==> config.mk <==
export PLATFORM = sky130hd
export DESIGN_NAME = pbb_bank
export DESIGN_NICKNAME = d
export VERILOG_FILES = /design/src/rtl/pbb_pkg.sv /design/src/rtl/pbb_bank.sv
export SDC_FILE = /design/constraint.sdc
export NUM_CORES = 2
export LEC_CHECK = 0
export BUFFER_PORTS_ARGS = -buffer_cell sky130_fd_sc_hd__buf_2
export CORE_ASPECT_RATIO = 0.75
export CORE_MARGIN = 4
export CORE_UTILIZATION = 40
export DETAILED_ROUTE_END_ITERATION = 8
export PLACE_DENSITY = 0.53
export REMOVE_ABC_BUFFERS = 1
export SLEW_MARGIN = 10
export SYNTH_ARGS = -nofsm -noshare
export SYNTH_HDL_FRONTEND = slang
export SYNTH_SLANG_ARGS = --single-unit
==> constraint.sdc <==
create_clock -name clk_i -period 3.3 [get_ports clk_i]
set_clock_uncertainty 0.05 [all_clocks]
set_input_delay 0.66 -clock clk_i [delete_from_list [all_inputs] [get_ports clk_i]]
set_output_delay 0.66 -clock clk_i [all_outputs]
set_load 0.02 [all_outputs]
==> src/rtl/pbb_pkg.sv <==
// Shared types and constants for the page bitmap blitter.
// Used by every module of the block; depends on nothing.
package pbb_pkg;

  localparam int SCREEN_WIDTH_DEF = 128;
  localparam int FRAME_BYTES_DEF  = 1024;

  localparam int COORD_W = 10;
  localparam int SIZE_W  = 8;
  localparam int BYTE_W  = 8;
  localparam int RA_W    = 10;

  localparam logic KIND_BLIT = 1'b0;
  localparam logic KIND_READ = 1'b1;

  // Register indexes; register i sits at byte address 4*i.
  typedef enum logic [2:0] {
    REG_DEST_X,
    REG_DEST_Y,
    REG_WIDTH,
    REG_HEIGHT,
    REG_MIRROR,
    REG_DRAW_MODE
  } reg_idx_e;

  typedef struct packed {
    logic signed [COORD_W-1:0] dest_x;
    logic signed [COORD_W-1:0] dest_y;
    logic [SIZE_W-1:0]         image_width;
    logic [SIZE_W-1:0]         image_height;
    logic                      mirror;
    logic                      draw_mode;
  } cfg_t;

  // Control of one request on its way to the frame store banks.
  typedef struct packed {
    logic                   vld;
    logic                   is_read;
    logic                   rd_zero;
    logic                   rd_bank;
    logic                   mode;
    logic [1:0]             wen;
    logic [1:0][BYTE_W-1:0] bits;
  } a_ctl_t;

endpackage

==> src/rtl/pbb_bank.sv <==
// One bank of the frame store: a byte-wide synchronous RAM with one write
// port and one registered read port. Depends on pbb_pkg for defaults.
module pbb_bank import pbb_pkg::*; #(
  parameter int DEPTH = FRAME_BYTES_DEF / 2
) (
  input  logic                     clk_i,
  input  logic                     re_i,
  input  logic [$clog2(DEPTH)-1:0] raddr_i,
  input  logic                     we_i,
  input  logic [$clog2(DEPTH)-1:0] waddr_i,
  input  logic [BYTE_W-1:0]        wdata_i,
  output logic [BYTE_W-1:0]        rdata_o
);

  logic [BYTE_W-1:0] mem [DEPTH];
  logic [BYTE_W-1:0] rdata_q;

  assign rdata_o = rdata_q;

  // A read and a write of the same entry in one cycle return the old byte.
  always_ff @(posedge clk_i) begin
    if (we_i) begin
      mem[waddr_i] <= wdata_i;
    end
    if (re_i) begin
      rdata_q <= mem[raddr_i];
    end
  end

endmodule

==> flow_summary.ini <==
[status]
outcome = finished, final reports clean

[min_path]
whs_endpoint = mem[453][5]$_DFFE_PP_
worstHoldPathType = input port to flop
min_path_cells = 1
worstHoldStart = wdata_i[5]

[global_routing]
antenna_found_initial = 45
grt-busiest-layer = met1
grt_pass1_wl_um = 651000
grt.overflow.total = 0
first_global_vias = 85400
use_met3 = 0.0459
met1_usage = 0.339
groute.usage.overall = 0.220
grt_max_degree = 128
met2_usage = 0.323

[yosys]
synth_top_cell_by_area = edfxtp_1
seq_area_frac_synth = 0.770
async_reset_ff_frac = 0
ys_warn_count = 0
syn_area_um2 = 160000
synth_cells = 8030
synth-edff-count = 4104
ys.flop_type = edfxtp_1
ys_top_cells_by_area = edfxtp_1, mux4_2, mux2i_1, o221ai_1, nor2_1
synth_seq_cells = 4104
avgSynthCellArea_um2 = 19.9
synth_cell_types = 50
synthDominantCellAreaShare = 0.770

[floorplanning]
die-area_um2 = 410000
die_y_um = 556
io_pins = 37
row_count = 200
initial_core_util = 0.403
fp.dieW_um = 738
fp.coreArea_um2 = 397000

[placed_design]
place_area_um2 = 177000
pre_cts_ws_ns = -1.27
place_congestion = 0.876
dpl.cell_count = 14300
io_buffers = 36
dp_hpwl_um = 307000

[worst_setup_path]
crit_type = input port to flop
end_kind = flop
arrival_ns = 4.08
rr_startpoint = mem[259][2]$_DFFE_PP_
cp.required_ns = 4.11
cp-start-kind = input port
cpMaxStageDelayCell = nor4_2
cp_cell_sequence = buf_8, or2_4, buf_12, buf_12, o221ai_1, a21oi_1, nor4_1, buf_4, nand4_1, buf_4, nor4_2, buf_4, o2111a_1
crit_fanout = 30
path_common_cell = buf_4
max_stage_delay_ns = 0.61
r2r-end = rdata_o[2]$_DFFE_PP_
reg2regPathDepth = 10
rrSetupSlack_ns = 0.19

[cells_and_area]
final_nets = 9427
area_growth_pct = 18.8
fin_util = 0.478
final_cells = 15000
final_area_um2 = 190000
drive_above_1_share = 0.282

[clock_tree]
cts.sinks = 4104
cts_tree = yes
path_clk_slew_ns = 0.06
htreeDepth = 5
cts_setup_buffers = 0
numCtsBuffers = 396
cts-root-buf = clkbuf_16
clock_latency_ns = 0.99
cts_buffer_depth = 4

[route]
vias_per_cell = 5.76
finalWirelength_um = 462000
first_pass_iters = 6
drc = 0
ant_nets = 0
vias = 86500
wl_per_cell_um = 30.8
drtIter0Drc = 11000

[timing]
fin_ws_ns = 0.0263
rsz0062_at_grt = no
final-setup-viol-count = 0
hold_viol = 0
max_freq_mhz = 305
report.final.slew_viol_count = 0
setup_tns_ns = 0
slew_headroom = 0.204
fin_crit_ns = 3.27
hold_slack_ns = 0.0796
period_share = 0.992
tightest_slew_ns = 1.18

[power_and_ir_drop]
powerDensity_nw_per_um2 = 575
p_total_mw = 109
peakVddDrop_uv = 547
p_leak_nw = 62.8

[flow_run]
cap_violations = 0
where the power goes:
| group | leakage (nW) | switching (mW) | internal, mW |
|---|---|---|---|
| combinational | 19.6 | 3.97 | 2.32 |
| sequential | 36.9 | 0.0409 | 57.4 |
| clock | 6.26 | 19.8 | 25.7 |
| total | 62.8 | 23.8 | 85.4 |
synthesized netlist by cell type, types with 41 or more instances:
| master | number |
|---|---|
| o221ai_1 | 371 |
| mux4_2 | 654 |
| a22oi_1 | 61 |
| buf_2 | 57 |
| nand2_1 | 111 |
| nor3_1 | 109 |
| o21ai_0 | 118 |
| buf_6 | 64 |
| nor2_1 | 597 |
| buf_4 | 70 |
| clkbuf_1 | 265 |
| o22ai_1 | 163 |
| mux2i_1 | 797 |
| edfxtp_1 | 4104 |
| a21oi_1 | 194 |
| buf_1 | 41 |
critical path, delay by kind of cell:
kind                   cells  cell delay, ns
AOI/OAI and AO/OA          3            0.70
and+or+nand+nor            4            1.47
buffers and inverters      6            1.11
cell families (layout without fill, tap and decap cells):
family	Yosys count	in the layout	synth area share
AO/OA/AOI/OAI	979	979	0.0431
buffers and inverters	516	2220	0.0185
flip-flops	4104	4104	0.770
multiplexers	1451	1451	0.142
other	0	11	0
AND/OR/NAND/NOR	980	980	0.0263
registers in the layout (all words and copies together) (netlist names):
| register | flops |
|---|---|
| mem | 4096 |
| rdata_o | 8 |
per-layer routing:
| metal | vias to the layer above | share of wire |
|---|---|---|
| li1 | 36300 | - |
| met1 | 45900 | 0.45 |
| met2 | 3779 | 0.44 |
| met3 | 560 | 0.091 |
| met4 | 6 | 0.021 |
| met5 | - | 0.00010 |
worst max-delay path by stage:
stage | slack, ns | from | end | depth (start not counted)
6_report | 0.03 | raddr_i[1] | rdata_o[2]$_DFFE_PP_ | 13
5_1_grt | 0.03 | raddr_i[1] | rdata_o[4]$_DFFE_PP_ | 12
2_1_floorplan | -6.18 | raddr_i[2] | rdata_o[6]$_DFFE_PP_ | 7
4_1_cts | 0.12 | raddr_i[1] | rdata_o[2]$_DFFE_PP_ | 13
3_5_place_dp | -1.27 | raddr_i[1] | rdata_o[2]$_DFFE_PP_ | 13
3_3_place_gp | -1.23 | raddr_i[1] | rdata_o[2]$_DFFE_PP_ | 13
final cells by class:
| type | instances | area [µm²] |
|---|---|---|
| Inverter | 3 | 18.8 |
| Timing Repair Buffer | 1483 | 13300 |
| Antenna cell | 11 | 27.5 |
| Multi-Input combinational cell | 3410 | 34100 |
| Fill cell | 32700 | 207000 |
| Clock buffer | 491 | 10500 |
| Sequential cell | 4104 | 123000 |
| Tap cell | 5252 | 6570 |
| Clock inverter | 243 | 2360 |
timing repair:
| item | 4_1_cts | 5_1_grt |
|---|---|---|
| hold buffers | 1 | 0 |
| endpoints found under the hold margin | 11 | 0 |
| endpoints found under the setup margin | 4 | 0 |
| gates resized for setup | 4 | 0 |
layout by cell type (no fill, tap or decap), types with 11 or more instances in the layout:
cell / instances
o21ai_0: 118
nor2_1: 596
mux2i_1: 797
nand3_1: 32
clkbuf_1: 86
nand4_1: 32
clkinv_1: 90
a21oi_1: 194
a211oi_1: 17
bufinv_16: 40
buf_12: 169
o221ai_1: 371
clkinvlp_4: 12
nand2_1: 96
o22ai_1: 163
buf_2: 24
buf_4: 1278
nor3_1: 108
diode_2: 11
o31ai_1: 13
edfxtp_1: 4104
clkinv_2: 77
a22oi_1: 61
nand2_4: 12
and2_1: 19
mux4_2: 654
clkbuf_16: 405
nor4_1: 26
Note: power is estimated with default switching activity, not from simulation.
