`config.mk`:
```
export PLATFORM = sky130hd
export DESIGN_NAME = pbb_cfg
export DESIGN_NICKNAME = d
export VERILOG_FILES = /design/src/rtl/pbb_pkg.sv /design/src/rtl/pbb_cfg.sv
export SDC_FILE = /design/constraint.sdc
export NUM_CORES = 1
export LEC_CHECK = 0
export BUFFER_PORTS_ARGS = -buffer_cell sky130_fd_sc_hd__clkbuf_2
export CORE_ASPECT_RATIO = 0.75
export CORE_MARGIN = 8
export CORE_UTILIZATION = 47
export DETAILED_ROUTE_END_ITERATION = 8
export PLACE_DENSITY = 0.93
export SLEW_MARGIN = 20
export SYNTH_ARGS = -nofsm -noshare
export SYNTH_HDL_FRONTEND = slang
export SYNTH_SLANG_ARGS = --single-unit
```
`constraint.sdc`:
```
create_clock -name clk_i -period 4.55 [get_ports clk_i]
set_clock_uncertainty 0.1 [all_clocks]
set_input_delay 0.2275 -clock clk_i [delete_from_list [all_inputs] [get_ports clk_i]]
set_output_delay 0.2275 -clock clk_i [all_outputs]
set_load 0.01 [all_outputs]
```
`src/rtl/pbb_pkg.sv`:
```
// Shared types and constants for the page bitmap blitter.
// Used by every module of the block; depends on nothing.
package pbb_pkg;

  localparam int SCREEN_WIDTH_DEF = 128;
  localparam int FRAME_BYTES_DEF  = 1024;

  localparam int COORD_W = 10;
  localparam int SIZE_W  = 8;
  localparam int BYTE_W  = 8;
  localparam int RA_W    = 10;

  localparam logic KIND_BLIT = 1'b0;
  localparam logic KIND_READ = 1'b1;

  // Register indexes; register i sits at byte address 4*i.
  typedef enum logic [2:0] {
    REG_DEST_X,
    REG_DEST_Y,
    REG_WIDTH,
    REG_HEIGHT,
    REG_MIRROR,
    REG_DRAW_MODE
  } reg_idx_e;

  typedef struct packed {
    logic signed [COORD_W-1:0] dest_x;
    logic signed [COORD_W-1:0] dest_y;
    logic [SIZE_W-1:0]         image_width;
    logic [SIZE_W-1:0]         image_height;
    logic                      mirror;
    logic                      draw_mode;
  } cfg_t;

  // Control of one request on its way to the frame store banks.
  typedef struct packed {
    logic                   vld;
    logic                   is_read;
    logic                   rd_zero;
    logic                   rd_bank;
    logic                   mode;
    logic [1:0]             wen;
    logic [1:0][BYTE_W-1:0] bits;
  } a_ctl_t;

endpackage

```
`src/rtl/pbb_cfg.sv`:
```
// APB-style register file holding the blit placement and mode settings.
// Depends on pbb_pkg for the cfg_t layout and the register indexes.
module pbb_cfg import pbb_pkg::*; (
  input  logic        clk_i,
  input  logic        rst_ni,
  input  logic        psel,
  input  logic        penable,
  input  logic        pwrite,
  input  logic [4:0]  paddr,
  input  logic [31:0] pwdata,
  output logic [31:0] prdata,
  output logic        pready,
  output cfg_t        cfg_o
);

  cfg_t     cfg_q, cfg_d;
  reg_idx_e idx;
  logic     wr;

  assign idx    = reg_idx_e'(paddr[4:2]);
  assign wr     = psel && penable && pwrite;
  assign pready = 1'b1;
  assign cfg_o  = cfg_q;

  always_comb begin
    cfg_d = cfg_q;
    if (wr) begin
      unique case (idx)
        REG_DEST_X:    cfg_d.dest_x       = pwdata[COORD_W-1:0];
        REG_DEST_Y:    cfg_d.dest_y       = pwdata[COORD_W-1:0];
        REG_WIDTH:     cfg_d.image_width  = pwdata[SIZE_W-1:0];
        REG_HEIGHT:    cfg_d.image_height = pwdata[SIZE_W-1:0];
        REG_MIRROR:    cfg_d.mirror       = pwdata[0];
        REG_DRAW_MODE: cfg_d.draw_mode    = pwdata[0];
        default: ;
      endcase
    end
  end

  always_comb begin
    unique case (idx)
      REG_DEST_X:    prdata = 32'(cfg_q.dest_x);
      REG_DEST_Y:    prdata = 32'(cfg_q.dest_y);
      REG_WIDTH:     prdata = 32'(cfg_q.image_width);
      REG_HEIGHT:    prdata = 32'(cfg_q.image_height);
      REG_MIRROR:    prdata = 32'(cfg_q.mirror);
      REG_DRAW_MODE: prdata = 32'(cfg_q.draw_mode);
      default:       prdata = '0;
    endcase
  end

  always_ff @(posedge clk_i or negedge rst_ni) begin
    if (!rst_ni) begin
      cfg_q.dest_x       <= '0;
      cfg_q.dest_y       <= '0;
      cfg_q.image_width  <= SIZE_W'(8);
      cfg_q.image_height <= SIZE_W'(8);
      cfg_q.mirror       <= 1'b0;
      cfg_q.draw_mode    <= 1'b0;
    end else begin
      cfg_q <= cfg_d;
    end
  end

endmodule

```
==> flow_summary.ini <==
[timing]
rsz0062_at_grt = false
fmax_mhz = 445
period_share = 0.494
setup_viol = 0
tightestPinTransition_ps = 987
hold_viol = 0
fin_crit_ps = 2250
slew_viol_final = 0
setup_tns_ps = 0
maxSlewHeadroom = 0.338
fin_ws_ps = 2300

[synth]
yosys.area_share.simple = 0.0800
ys_types = 26
synth_common_cells = dfrtp_1, mux2_2, buf_4
synth-main-ff-cell = dfrtp_1
yosys_warnings = 0
synth.area.top_cells = dfrtp_1, mux2_2, buf_4
synth-seq-cells = 38
synth_mux_area_frac = 0.327
synth_top_cell_area_share = 0.450
yosys.area.top_type = dfrtp_1
synth-compound-area-share = 0.0119
mappedNetlistArea_sq_mm = 0.00200
yosys.cell_count.top_type = dfrtp_1
synth_top_family_by_area = multiplexers
syn-mean-instance-area_sq_um = 14.2
synth-async-reset-ratio = 1.00
ys_seq_area_frac = 0.476
synthXorXnorAreaFrac = 0
netlist_instances = 141
synth_edf_count = 0
synth.net_count = 183
synthAdderAreaFrac = 0

[pwr]
power_mw = 0.958
p_leak_nw = 1.26
swShare = 0.304
switching_power_mw = 0.291
p_per_area_mw_per_mm2 = 400
p_comb_frac = 0.301
p_int_mw = 0.666
irDropWorstVdd_uv = 265
power_frac_clock = 0.219
seq_power_share = 0.479

[placed_design]
dp_hpwl_mm = 3.55
io_buffer_count = 87
gp_congestion = 0.755
placed_cell_area_sq_mm = 0.00231
dpl.cell_count = 255
pre_cts_ws_ps = 2260

[setup_path]
cp_max_fo = 23
rr_endpoint = cfg_o[14]
cpMaxStageDelayCell = nor3_2
crit_top_cell = clkbuf_2
r2r_setup_slack_ps = 3660
criticalPathCategory = in2out
cp_top_family = simple AND/OR/NAND/NOR gates
worst_setup_path_end_kind = output pin
ff2ff_path_depth = 1
crit_path_start_kind = input pin
required_ps = 4220
rr_startpoint = cfg_o[14]
slowest_delay_ps = 770
critPathArrivalTime_ps = 1920
cp_cell_sequence = clkbuf_2 -> mux2i_1 -> nor3_2 -> clkbuf_2
cp.buffers_inverters = 2

[floorplanning]
dieArea_sq_mm = 0.00663
core_area_sq_mm = 0.00408
io_pins = 113
dieHeight_um = 72.5
die_w_um = 91.4
num_rows = 20
initial_core_util = 0.491

[detailed_routing]
dr_wl_met3_um = 575
avgViaCountPerCell = 5.19
wirelength_mm = 4.73
met2_length_mm = 2.09
wirelength_met1_mm = 2.03
firstDrtPassIters = 4
drtAntennaViolNets = 0
wl_per_cell_um = 18.0
topRoutingLayerUsed = met4
drt-initial-drc-count = 94
vias = 1365
drc = 0

[final_layout]
largest_reg_flops = 38
antenna_cells = 0
fillers = 332
synthToLayoutAreaGrowth_pct = 19.6
fin_nets = 250
finalInstanceArea_sq_mm = 0.00239
final_cells = 263
final_layout_size_suffix_gt1_frac = 0.697

[clocking]
cts_buffers = 5
ctsResizeCount = 0
clock_latency_ps = 280
htreeDepth = 2
cts_tree = built
clockBufferDepth = 2
cts_root_buf = clkbuf_8
cts.sinks = 38
clkSlewWorstSetupHoldPaths_ps = 70

[worst_hold_path]
hold_end = cfg_o[37]
hold_depth = 2
hold_start = pwdata[9]
hold_path_class = in2reg

[grt]
grt_start_max_net_pins = 39
globalRoute.totalOverflow = 0
grt_usage = 0.144
grt_pass1_vias = 1416
grt_pass1_wl_mm = 7.56
antenna_found_initial = 0

[outcome]
status = complete, no violations

[flow_run]
drv_cap = 0
metal layers:
layer,GRT usage,up-vias
met4,0.0325,0
li1,-,614
met2,0.220,71
met1,0.173,676
met5,0,-
met3,0.0825,4
layout by cell type (no fill, tap or decap), types with 2 or more instances in the layout:
cell type  Yosys  routed
and2_1         7       7
clkbuf_1       2       2
clkbuf_2       0      87
clkbuf_8       0       5
dfrtp_1       36      36
dfstp_2        2       2
mux2_2        29      29
mux2_4        10      10
mux2i_1        2       2
mux4_2         7       7
nor2_2         2       2
nor3_1         3       2
area by class of cell:
class | count | area (sq um) | share of cell area
timing repair buffer | 88 | 445 | 0.186
clock buffer | 7 | 76.3 | 0.0319
inverter | 1 | 3.75 | 0.00157
tap | 55 | 68.8 | 0.0287
multi-input combinational | 74 | 847 | 0.354
sequential | 38 | 953 | 0.398
power groups by stage:
stage	clock network, mW	logic (mW)	registers [mW]
final	0.210	0.289	0.459
after global routing	0.228	0.313	0.469
after CTS	0.218	0.295	0.459
after detailed placement	0	0.294	0.464
after global placement	0	0.288	0.460
after floorplan	0	0.152	0.486
stage by stage:
step	hold slack, ps	utilization
after CTS	85.9	0.587
final	94.2	0.587
after global placement	291	0.566
after floorplan	-168	-
after global routing	90.9	0.587
after detailed placement	297	0.566
how the worst max path moves through the flow:
stage,end,slack (ps),startpoint,cells after the start
final,prdata[20],2300,paddr[2],4
after global routing,prdata[20],2050,paddr[2],4
after CTS,prdata[10],2250,paddr[2],4
after detailed placement,prdata[10],2260,paddr[2],4
after global placement,prdata[10],2340,paddr[2],4
after floorplan,prdata[10],1880,paddr[2],5
cell families after synthesis:
logic type,Yosys count
other cells,1
simple gates,22
mux,48
compound gates,3
flops,38
buf+inv,29
repair_timing:
action                                 in CTS  in global routing
hold buffers                                1                  0
endpoints found under the hold margin      36                  0
buffers inserted                            0                  0
No activity file was read; power rests on OpenSTA's default activity.
