--- config.mk ---
export PLATFORM = sky130hd
export DESIGN_NAME = pbb_addr
export DESIGN_NICKNAME = d
export VERILOG_FILES = /design/src/rtl/pbb_pkg.sv /design/src/rtl/pbb_addr.sv
export SDC_FILE = /design/constraint.sdc
export NUM_CORES = 1
export LEC_CHECK = 0
export BUFFER_PORTS_ARGS = -buffer_cell sky130_fd_sc_hd__buf_4
export CAP_MARGIN = 20
export CORE_MARGIN = 10
export CORE_UTILIZATION = 24
export DETAILED_ROUTE_END_ITERATION = 6
export GPL_ROUTABILITY_DRIVEN = 0
export GPL_TIMING_DRIVEN = 0
export HOLD_SLACK_MARGIN = 0.03
export SLEW_MARGIN = 20
export SYNTH_ARGS = -nofsm -noshare
export SYNTH_HDL_FRONTEND = slang
export SYNTH_SLANG_ARGS = --single-unit
--- constraint.sdc ---
create_clock -name clk_i -period 2.73 [get_ports clk_i]
set_input_delay 0.1365 -clock clk_i [delete_from_list [all_inputs] [get_ports clk_i]]
set_output_delay 0.1365 -clock clk_i [all_outputs]
set_load 0.02 [all_outputs]
--- src/rtl/pbb_pkg.sv ---
// Shared types and constants for the page bitmap blitter.
// Used by every module of the block; depends on nothing.
package pbb_pkg;

  localparam int SCREEN_WIDTH_DEF = 128;
  localparam int FRAME_BYTES_DEF  = 1024;

  localparam int COORD_W = 10;
  localparam int SIZE_W  = 8;
  localparam int BYTE_W  = 8;
  localparam int RA_W    = 10;

  localparam logic KIND_BLIT = 1'b0;
  localparam logic KIND_READ = 1'b1;

  // Register indexes; register i sits at byte address 4*i.
  typedef enum logic [2:0] {
    REG_DEST_X,
    REG_DEST_Y,
    REG_WIDTH,
    REG_HEIGHT,
    REG_MIRROR,
    REG_DRAW_MODE
  } reg_idx_e;

  typedef struct packed {
    logic signed [COORD_W-1:0] dest_x;
    logic signed [COORD_W-1:0] dest_y;
    logic [SIZE_W-1:0]         image_width;
    logic [SIZE_W-1:0]         image_height;
    logic                      mirror;
    logic                      draw_mode;
  } cfg_t;

  // Control of one request on its way to the frame store banks.
  typedef struct packed {
    logic                   vld;
    logic                   is_read;
    logic                   rd_zero;
    logic                   rd_bank;
    logic                   mode;
    logic [1:0]             wen;
    logic [1:0][BYTE_W-1:0] bits;
  } a_ctl_t;

endpackage

--- src/rtl/pbb_addr.sv ---
// Request front end: bitmap position counters, placement and clipping, and
// bank address generation for blits and reads. Depends on pbb_pkg.
module pbb_addr import pbb_pkg::*; #(
  parameter int SCREEN_WIDTH = SCREEN_WIDTH_DEF,
  parameter int FRAME_BYTES  = FRAME_BYTES_DEF,
  localparam int PAGE_ROWS   = FRAME_BYTES / SCREEN_WIDTH,
  localparam int BANK_ROWS   = (PAGE_ROWS > 1) ? (PAGE_ROWS + 1) / 2 : 1,
  localparam int BANK_DEPTH  = BANK_ROWS * SCREEN_WIDTH,
  localparam int BA_W        = $clog2(BANK_DEPTH)
) (
  input  logic                      clk_i,
  input  logic                      rst_ni,
  input  logic                      adv_i,
  input  logic                      acc_i,
  input  logic                      kind_i,
  input  logic                      sof_i,
  input  logic [BYTE_W-1:0]         image_byte_i,
  input  logic [RA_W-1:0]           read_address_i,
  input  cfg_t                      cfg_i,
  output a_ctl_t                    ctl_o,
  output logic [1:0][BA_W-1:0]      raddr_o
);

  localparam int XW       = COORD_W + 1;
  localparam int PG_W     = XW - 3;
  localparam int SW_LOG   = $clog2(SCREEN_WIDTH);
  localparam int RECIP_SH = RA_W + SW_LOG;
  localparam int RECIP    = ((2 ** RECIP_SH) + SCREEN_WIDTH - 1) / SCREEN_WIDTH;
  localparam int RECIP_W  = RA_W + 2;
  localparam int PROD_W   = RA_W + RECIP_W;
  localparam int RP_W     = $clog2(((2 ** RA_W) - 1) / SCREEN_WIDTH + 1);

  logic [SIZE_W-1:0]        col_cnt_q, col_cnt_d, u;
  logic [5:0]               page_cnt_q, page_cnt_d, pv, pages;
  logic                     active, off, last_col;
  logic signed [XW-1:0]     xs, ys, span_x, span_y, col, row;
  logic [PROD_W-1:0]        prod;
  logic [RP_W-1:0]          rpage;

  logic                     a_vld_q, a_read_q, a_draw_q, a_mode_q;
  logic signed [XW-1:0]     a_col_q;
  logic signed [PG_W-1:0]   a_pg_q;
  logic [2:0]               a_shift_q;
  logic [BYTE_W-1:0]        a_byte_q;
  logic [RA_W-1:0]          a_addr_q;
  logic [RP_W-1:0]          a_rpage_q;

  logic [2*BYTE_W-1:0]      spread;
  logic                     col_ok, rd_ok, lo_here;
  logic signed [PG_W-1:0]   q;
  int                       rd_local;

  // Placement of the incoming byte and counter update.
  always_comb begin
    u        = sof_i ? '0 : col_cnt_q;
    pv       = sof_i ? '0 : page_cnt_q;
    pages    = 6'((9'(cfg_i.image_height) + 9'd7) >> 3);
    active   = (cfg_i.image_width != '0) && (cfg_i.image_height != '0) && (pv < pages);
    xs       = XW'(cfg_i.dest_x);
    ys       = XW'(cfg_i.dest_y);
    span_x   = xs + $signed(XW'(cfg_i.image_width));
    span_y   = ys + $signed(XW'(cfg_i.image_height));
    off      = (span_x <= 0) || (span_y <= 0) ||
               (int'(cfg_i.dest_x) >= SCREEN_WIDTH) ||
               (int'(cfg_i.dest_y) >= PAGE_ROWS * 8);
    if (cfg_i.mirror) begin
      col = span_x - $signed(XW'(u)) - $signed(XW'(1));
    end else begin
      col = xs + $signed(XW'(u));
    end
    row      = ys + $signed(XW'({pv, 3'b000}));
    last_col = (9'(u) + 9'd1) >= 9'(cfg_i.image_width);

    col_cnt_d  = col_cnt_q;
    page_cnt_d = page_cnt_q;
    if (acc_i && kind_i == KIND_BLIT) begin
      col_cnt_d  = u;
      page_cnt_d = pv;
      if (active) begin
        if (last_col) begin
          col_cnt_d  = '0;
          page_cnt_d = pv + 6'd1;
        end else begin
          col_cnt_d  = u + SIZE_W'(1);
        end
      end
    end

    // Page of a read address by reciprocal multiplication.
    prod  = PROD_W'(read_address_i) * PROD_W'(RECIP);
    rpage = prod[RECIP_SH +: RP_W];
  end

  always_ff @(posedge clk_i or negedge rst_ni) begin
    if (!rst_ni) begin
      col_cnt_q  <= '0;
      page_cnt_q <= '0;
      a_vld_q    <= 1'b0;
      a_read_q   <= 1'b0;
      a_draw_q   <= 1'b0;
    end else begin
      col_cnt_q  <= col_cnt_d;
      page_cnt_q <= page_cnt_d;
      if (adv_i) begin
        a_vld_q  <= acc_i;
        a_read_q <= kind_i == KIND_READ;
        a_draw_q <= active && !off;
      end
    end
  end

  always_ff @(posedge clk_i) begin
    if (adv_i) begin
      a_col_q   <= col;
      a_pg_q    <= row[XW-1:3];
      a_shift_q <= row[2:0];
      a_byte_q  <= image_byte_i;
      a_mode_q  <= cfg_i.draw_mode;
      a_addr_q  <= read_address_i;
      a_rpage_q <= rpage;
    end
  end

  // Each bank holds pages of one parity, so a byte split over two pages
  // touches each bank at most once.
  always_comb begin
    spread   = (2*BYTE_W)'(a_byte_q) << a_shift_q;
    col_ok   = !a_col_q[XW-1] && (int'(a_col_q) < SCREEN_WIDTH);
    rd_ok    = (int'(a_rpage_q) < PAGE_ROWS) && (int'(a_addr_q) < FRAME_BYTES);
    rd_local = int'(a_addr_q) - ((int'(a_rpage_q) + 1) >> 1) * SCREEN_WIDTH;

    ctl_o.vld     = a_vld_q;
    ctl_o.is_read = a_read_q;
    ctl_o.rd_zero = !rd_ok;
    ctl_o.rd_bank = a_rpage_q[0];
    ctl_o.mode    = a_mode_q;
    lo_here       = 1'b0;
    q             = '0;
    for (int b = 0; b < 2; b++) begin
      lo_here = a_pg_q[0] == 1'(b);
      q       = lo_here ? a_pg_q : a_pg_q + $signed(PG_W'(1));
      ctl_o.wen[b]  = a_vld_q && !a_read_q && a_draw_q && col_ok &&
                      !q[PG_W-1] && (int'(q) < PAGE_ROWS) &&
                      (lo_here || a_shift_q != 3'd0);
      ctl_o.bits[b] = lo_here ? spread[BYTE_W-1:0] : spread[2*BYTE_W-1:BYTE_W];
      raddr_o[b]    = a_read_q ? BA_W'(rd_local)
                               : BA_W'(int'(q[PG_W-1:1]) * SCREEN_WIDTH + int'(a_col_q));
    end
  end

  // A page counter never runs past the largest page count of an image.
  a_page_cnt_bound: assert property (@(posedge clk_i) disable iff (!rst_ni)
    page_cnt_q <= 6'd32)
    else $error("page counter beyond the largest image");

endmodule

==> flow_summary.ini, run 1 <==
[setup_path]
timing.setup.critical_path_class = reg2reg
setup.worst_path.end_class = register
crit_path_cell_trace = buf_4, and3_4, and3_4, nand3_2, xnor2_2, ha_1, and4_4, a211o_4, nor2_4, a21oi_1, o21ai_1, a22o_1
critical-path-top-cell-by-count = sky130_fd_sc_hd__and3_4
cp.buffers_inverters = 1
worst-endpoint-arrival_ps = 3020
r2r_end = col_cnt_q[3]$_DFFE_PN0P_
timing.critical_path.max_delay_family = compound AO/OA/AOI/OAI gates
reg2reg_slack_ps = -20
worst_path_largest_cell_delay_ps = 390
r2r.worst_path.cells = 12
r2r-start = col_cnt_q[0]$_DFFE_PN0P_
crit_path_start_kind = register
timing.critical_path.fanout_max = 4
timing.critical_path.required_ps = 3010
crit_slowest_cell = sky130_fd_sc_hd__dfrtp_1

[yosys]
synthesis.instances = 619
postSynthRegisterBits = 58
yosys.area.top_type_share_pct = 22.36
synth.avg_cell_area_sq_um = 8.894
synth_enable_flop_cells = 41
synth_area_leaders = sky130_fd_sc_hd__edfxtp_1 22%, sky130_fd_sc_hd__ha_1 13%, sky130_fd_sc_hd__dfrtp_1 7.7%
ys_seq_area_share_pct = 30.09
synthDistinctLibCells = 61
synthesis.area_sq_mm = 0.005505
ys_async_sr_fraction_pct = 29.31
post_syn_nets = 745
leading_register_cell_type_out_of_synthesis = sky130_fd_sc_hd__edfxtp_1
post-synth-top-area-cell = sky130_fd_sc_hd__edfxtp_1
synth-warning-count = 0

[grt]
grt_use_met2_pct = 18.23
grtUsageMet3_pct = 1.536
vias_in_the_first_global_route = 4913
top_usage_layer = met2
maximum_number_of_pins_on_one_net_before_global_route_repair = 46
grt_antenna_before_repair = 0
grt_overflow = 0
grt_usage_pct = 10.17
grt_use_met1_pct = 12.00
grt_pass1_wl_um = 24310

[pwr]
vdd_ir_drop_max_mv = 0.2782
power.static_leakage_nw = 3.319
switchingPower_mw = 1.177
power.density_cell_area_mw_per_mm2 = 475.6
switching_share_pct = 32.71
clock_power_share_pct = 31.6
totalPowerFinal_mw = 3.599
power_frac_seq_pct = 30.4
power_report.internal_total_mw = 2.422
power_frac_comb_pct = 38.0

[place]
place_area_sq_mm = 0.006686
dp_cells = 1002
place.detailed.hpwl_um = 12600
placement.io_buffers = 98
post-place-ws_ps = -551.7

[clocking]
path_clk_slew_ps = 60
clk_root_buffer_cell = sky130_fd_sc_hd__clkbuf_16
cts_sinks = 58
worstSkewPairLatency_ps = 330
cts-buffers-inserted = 9
clock_tree_buffer_depth = 2
cts_tree = built
ctsHtreeMaxLevel = 3

[final_layout]
antenna_cells_inserted = 0
final_cell_count_no_fill = 1066
area_growth_syn_to_layout_pct = 37.45
layout.cells.most_common = sky130_fd_sc_hd__buf_4
most-common-layout-cells = 135 x sky130_fd_sc_hd__buf_4, 56 x sky130_fd_sc_hd__ha_1, 42 x sky130_fd_sc_hd__nand2_1
design.final.nets = 902
post_route_cells_drive_above_1_share_pct = 28.55
share_of_the_core_filled_with_cells_pct = 33.53
final_area_sq_mm = 0.007567

[min_path]
hold-path-endpoint = a_vld_q$_DFFE_PN0P_
worst_hold_path_type = in2reg
min-delay-start = acc_i
hold_path_depth = 2

[timing]
finalWorstSetupSlack_ps = -15.47
rsz0062_at_grt = yes
finalHoldViolations = 0
setup_viol_count_final = 2
max_freq_mhz = 364.2
layout_worst_path_cycle_share_pct = 100.6
report.final.slew_viol_count = 0
finClkSkew_ps = 11.70
worst_slew_pin_slew_ps = 643.5
period_minus_slack_ps = 2745
relSlewSlack_pct = 56.70

[die]
core-area_sq_mm = 0.02257
chipWidth_um = 171.5
boundaryPins = 103
site_rows = 55
initial_utilization_pct = 24.39
die_y_um = 171.5
die_area_sq_mm = 0.02940

[detailed_routing]
ant_nets = 0
routed_wire_length_per_instance_um = 14.59
drt-pass1-iter-count = 4
detail_route.wirelength_um = 15550
dr_total_vias = 4946
remaining_drc_errors = 0
initialDrtViolationCount = 161
avgViaCountPerCell = 4.640

[status]
violations = setup timing
result_of_the_run = complete, but fails checks

[run]
max_cap_viol_count = 0
==> worst reg2reg max path: cells and delay by family (launching register included) <==
kind	cells	cell delay, ps
buffers and inverters	1	130
XOR/XNOR	1	170
adder cells (fa/ha/maj)	1	310
AND/OR/NAND/NOR	5	830
AO/OA/AOI/OAI	4	850
flip-flops	1	390
==> stage by stage <==
stage               hold slack, ps  setup TNS [ps]
detailed placement           24.43           -6288
floorplan                   -159.1          -82.57
global route                 95.51           -1196
global placement             20.30           -5969
finish                       77.57          -28.61
CTS                          71.17               0
==> routing by layer <==
layer  wire (um)  share of wire, %
met1        6922                45
met2        7856                51
met3         509               3.3
met4         263               1.7
met5           0                 0
==> what timing repair did <==
item | in CTS | in global routing
setup buffers | 16 | 10
pin swaps | 14 | 30
hold buffers | 23 | 0
setup endpoints to repair | 19 | 22
endpoints found under the hold margin | 39 | 0
gates resized for setup | 16 | 33
==> state kept, by name, indices dropped and copies added, names as in the netlist <==
signal      count
a_rpage_q       2
a_vld_q         1
a_mode_q        1
a_addr_q        8
page_cnt_q      6
col_cnt_q       8
a_read_q        1
a_draw_q        1
a_pg_q          8
a_col_q        11
a_byte_q        8
a_shift_q       3
==> power groups by stage <==
stage	combinational [mW]	clock, mW	sequential, mW
global route	1.51	1.20	1.10
global placement	1.24	0	1.11
CTS	1.33	1.16	1.09
floorplan	0.846	0	1.10
finish	1.37	1.14	1.09
detailed placement	1.25	0	1.11
==> cells in the mapped netlist (all sizes together), types with 14 or more instances <==
| cell type | count |
|---|---|
| xnor2 | 27 |
| ha | 59 |
| o21ai | 53 |
| edfxtp | 41 |
| clkbuf | 16 |
| a21oi | 36 |
| inv | 38 |
| xor2 | 14 |
| nand3 | 15 |
| nand2b | 14 |
| buf | 16 |
| nor2b | 21 |
| nand2 | 44 |
| nor2 | 41 |
| dfrtp | 17 |
| mux2 | 16 |
==> worst max path at each step <==
| stage | slack (ps) | to | from | cells after the start |
|---|---|---|---|---|
| after floorplan | -60 | page_cnt_q[2]$_DFFE_PN0P_ | cfg_i[4] | 14 |
| after global placement | -530 | col_cnt_q[2]$_DFFE_PN0P_ | cfg_i[4] | 13 |
| after detailed placement | -550 | col_cnt_q[2]$_DFFE_PN0P_ | cfg_i[4] | 13 |
| after CTS | 4 | page_cnt_q[2]$_DFFE_PN0P_ | cfg_i[4] | 15 |
| after global routing | -140 | page_cnt_q[2]$_DFFE_PN0P_ | col_cnt_q[0]$_DFFE_PN0P_ | 14 |
| final | -20 | col_cnt_q[3]$_DFFE_PN0P_ | col_cnt_q[0]$_DFFE_PN0P_ | 12 |
==> cell families (layout without fill, tap and decap cells) <==
kind of cell,count (synthesis),after routing,share of synthesized area (%)
simple gates,197,197,18.68
flops,58,58,30.09
buf+inv,70,232,5.682
compound gates,161,161,18.39
mux,27,27,5.341
other cells,1,1,0.06812
xor+xnor,41,41,6.523
fa+ha+maj,64,64,15.23
==> layout make-up <==
cell class | count | area, sq um
Fill cell | 2310 | 15000
Multi-Input combinational cell | 491 | 3734
Sequential cell | 58 | 1658
Timing Repair Buffer | 147 | 1172
Tap cell | 285 | 356.6
Clock buffer | 11 | 242.7
Buffer | 31 | 201.4
Inverter | 38 | 147.6
Clock inverter | 5 | 55.05
No activity file was read; power rests on OpenSTA's default activity.
==> run 2, diff against run 1 <==
Settings changed: HOLD_SLACK_MARGIN 0.03 to unset, REMOVE_ABC_BUFFERS set to 1, SKIP_CTS_REPAIR_TIMING set to 1.
==> run 2 against run 1 <==
The flow still finishes with violations (setup timing). Count of clock-buffer cells in the layout shrank 2. Combinational power shrank 5%. Wire length shrank 0.59%. Critical path depth grew 1. Cell count shrank 3.0%. Register-to-register slack lost 20 ps. Clock skew is essentially flat. Non-clock buffer count shrank 32. Via count shrank 0.91%. Final area shrank 2.0%. Core utilization shrank 0.65 points.
==> flow_summary.ini, run 2 (synthesis gave the netlist of run 1 again) <==
[die]
die_y_um = 171.5
site_rows = 55
boundaryPins = 103
core-area_sq_mm = 0.02257
die_area_sq_mm = 0.02940
initial_utilization_pct = 24.39
chipWidth_um = 171.5

[clocking]
cts_sinks = 58
path_clk_slew_ps = 60
clock_tree_buffer_depth = 2
worstSkewPairLatency_ps = 340
cts-buffers-inserted = 9
cts_tree = built
clk_root_buffer_cell = sky130_fd_sc_hd__clkbuf_16
ctsHtreeMaxLevel = 3

[timing]
report.final.slew_viol_count = 0
finClkSkew_ps = 11.78
worst_slew_pin_slew_ps = 753.9
finalHoldViolations = 0
layout_worst_path_cycle_share_pct = 101.4
finalWorstSetupSlack_ps = -37.93
setup_tns_ps = -193.1
setup_viol_count_final = 8
rsz0062_at_grt = yes
relSlewSlack_pct = 49.74
period_minus_slack_ps = 2768
max_freq_mhz = 361.3

[grt]
maximum_number_of_pins_on_one_net_before_global_route_repair = 46
grt_pass1_wl_um = 23260
grt_usage_pct = 9.936
grt_overflow = 0
grt_antenna_before_repair = 0
vias_in_the_first_global_route = 4586

[setup_path]
cp.buffers_inverters = 2
crit_end = col_cnt_q[1]$_DFFE_PN0P_
timing.critical_path.required_ps = 3000
r2r_end = col_cnt_q[1]$_DFFE_PN0P_
worstSetupPathDepth = 13
timing.setup.critical_path_class = reg2reg
timing.critical_path.from = col_cnt_q[0]$_DFFE_PN0P_
worst-endpoint-arrival_ps = 3040
crit_path_cell_trace = nand2b_4, inv_4, ha_4, buf_4, xor2_1, ha_1, a211oi_1, o21bai_2, a211o_4, nor2_4, nand2_2, nor2_4, a22o_1
timing.critical_path.fanout_max = 5
r2r-start = col_cnt_q[0]$_DFFE_PN0P_
crit_path_start_kind = register
r2r.worst_path.cells = 13
critical-path-top-cell-by-count = sky130_fd_sc_hd__nor2_4
reg2reg_slack_ps = -40
timing.critical_path.max_delay_family = compound AO/OA/AOI/OAI gates
worst_path_largest_cell_delay_ps = 460
crit_slowest_cell = sky130_fd_sc_hd__dfrtp_2
setup.worst_path.end_class = register

[final_layout]
share_of_the_core_filled_with_cells_pct = 32.87
most-common-layout-cells = 118 x sky130_fd_sc_hd__buf_4, 56 x sky130_fd_sc_hd__ha_1, 42 x sky130_fd_sc_hd__nand2_1
max_reg_flops = 11
antenna_cells_inserted = 0
registers.top_by_ff_count = a_col_q
design.final.nets = 870
area_growth_syn_to_layout_pct = 34.77
post_route_cells_drive_above_1_share_pct = 27.50
layout.cells.most_common = sky130_fd_sc_hd__buf_4
final_cell_count_no_fill = 1034

[detailed_routing]
routed_wire_length_per_instance_um = 14.95
ant_nets = 0
detail_route.wirelength_um = 15460
dr_total_vias = 4901
avgViaCountPerCell = 4.740
drt-pass1-iter-count = 4
remaining_drc_errors = 0
initialDrtViolationCount = 177

[place]
post-place-ws_ps = -759.6
dp_cells = 973
place.detailed.hpwl_um = 11960
placement.io_buffers = 101

[run]
max_cap_viol_count = 0

[pwr]
power.static_leakage_nw = 3.232
power.density_cell_area_mw_per_mm2 = 488.2
vdd_ir_drop_max_mv = 0.3042

[status]
result_of_the_run = complete, but fails checks
violations = setup timing

[min_path]
worst_hold_path_type = in2reg
## run 2: cell count changes in the layout (fill, tap and decap cells not counted), moves of 2 or more
| cell | before | now |
|---|---|---|
| sky130_fd_sc_hd__a211oi_2 | 5 | 2 |
| sky130_fd_sc_hd__clkbuf_8 | 3 | 1 |
| sky130_fd_sc_hd__inv_4 | 0 | 2 |
| sky130_fd_sc_hd__buf_1 | 2 | 0 |
| sky130_fd_sc_hd__a211oi_1 | 7 | 9 |
| sky130_fd_sc_hd__buf_4 | 135 | 118 |
| sky130_fd_sc_hd__buf_6 | 3 | 5 |
| sky130_fd_sc_hd__clkinv_1 | 0 | 3 |
| sky130_fd_sc_hd__clkbuf_1 | 12 | 0 |
## run 2: worst register-to-register path: stages, from the launching register on
cell and delay [ps]:
sky130_fd_sc_hd__dfrtp_2 460, sky130_fd_sc_hd__nand2b_4 110, sky130_fd_sc_hd__inv_4 50, sky130_fd_sc_hd__ha_4 160, sky130_fd_sc_hd__buf_4 130, sky130_fd_sc_hd__xor2_1 150
sky130_fd_sc_hd__ha_1 190, sky130_fd_sc_hd__a211oi_1 300, sky130_fd_sc_hd__o21bai_2 170, sky130_fd_sc_hd__a211o_4 380, sky130_fd_sc_hd__nor2_4 160, sky130_fd_sc_hd__nand2_2 90
sky130_fd_sc_hd__nor2_4 190, sky130_fd_sc_hd__a22o_1 160
## run 2: per-stage QoR
stage / hold slack, ps / total power, mW / area (sq um)
2_1_floorplan: -159.1 / 1.866 / 5335
3_3_place_gp: 18.19 / 2.276 / 6450
3_5_place_dp: 19.45 / 2.289 / 6450
4_1_cts: -350.0 / 3.510 / 6759
5_1_grt: 9.881 / 3.848 / 7420
6_report: 8.598 / 3.622 / 7420
## run 2: worst min-delay path by stage
stage / depth (start not counted) / slack (ps) / to / from
floorplan: 0 / -160 / a_draw_q$_DFFE_PN0P_ / rst_ni
global placement: 1 / 20 / col_cnt_q[3]$_DFFE_PN0P_ / rst_ni
detailed placement: 1 / 20 / col_cnt_q[3]$_DFFE_PN0P_ / rst_ni
CTS: 1 / -350 / col_cnt_q[4]$_DFFE_PN0P_ / rst_ni
global route: 1 / 10 / a_shift_q[1]$_DFFE_PP_ / cfg_i[19]
finish: 1 / 9 / a_shift_q[1]$_DFFE_PP_ / cfg_i[19]
## run 2: layout make-up
class	instances	area, sq um
clock inverters	7	83.83
clock buffers	9	225.2
multi-input cells	491	3771
flip-flops and latches	58	1659
well taps	285	356.6
inverters	38	147.6
repair buffers	146	1176
fillers	2307	15150
## run 2: layer usage
metal / up-vias / global-route usage (%) / wire [um]
li1: 2505 / - / -
met1: 2284 / 11.89 / 6672
met2: 84 / 16.60 / 7698
met3: 28 / 1.971 / 609
met4: 0 / 4.953 / 480
met5: - / 0 / 0
## run 2: report_power, final
| part | leakage (nW) | switching, mW | internal (mW) |
|---|---|---|---|
| combinational | 2.46 | 0.687 | 0.616 |
| sequential | 0.627 | 0.0777 | 1.04 |
| clock | 0.148 | 0.410 | 0.786 |
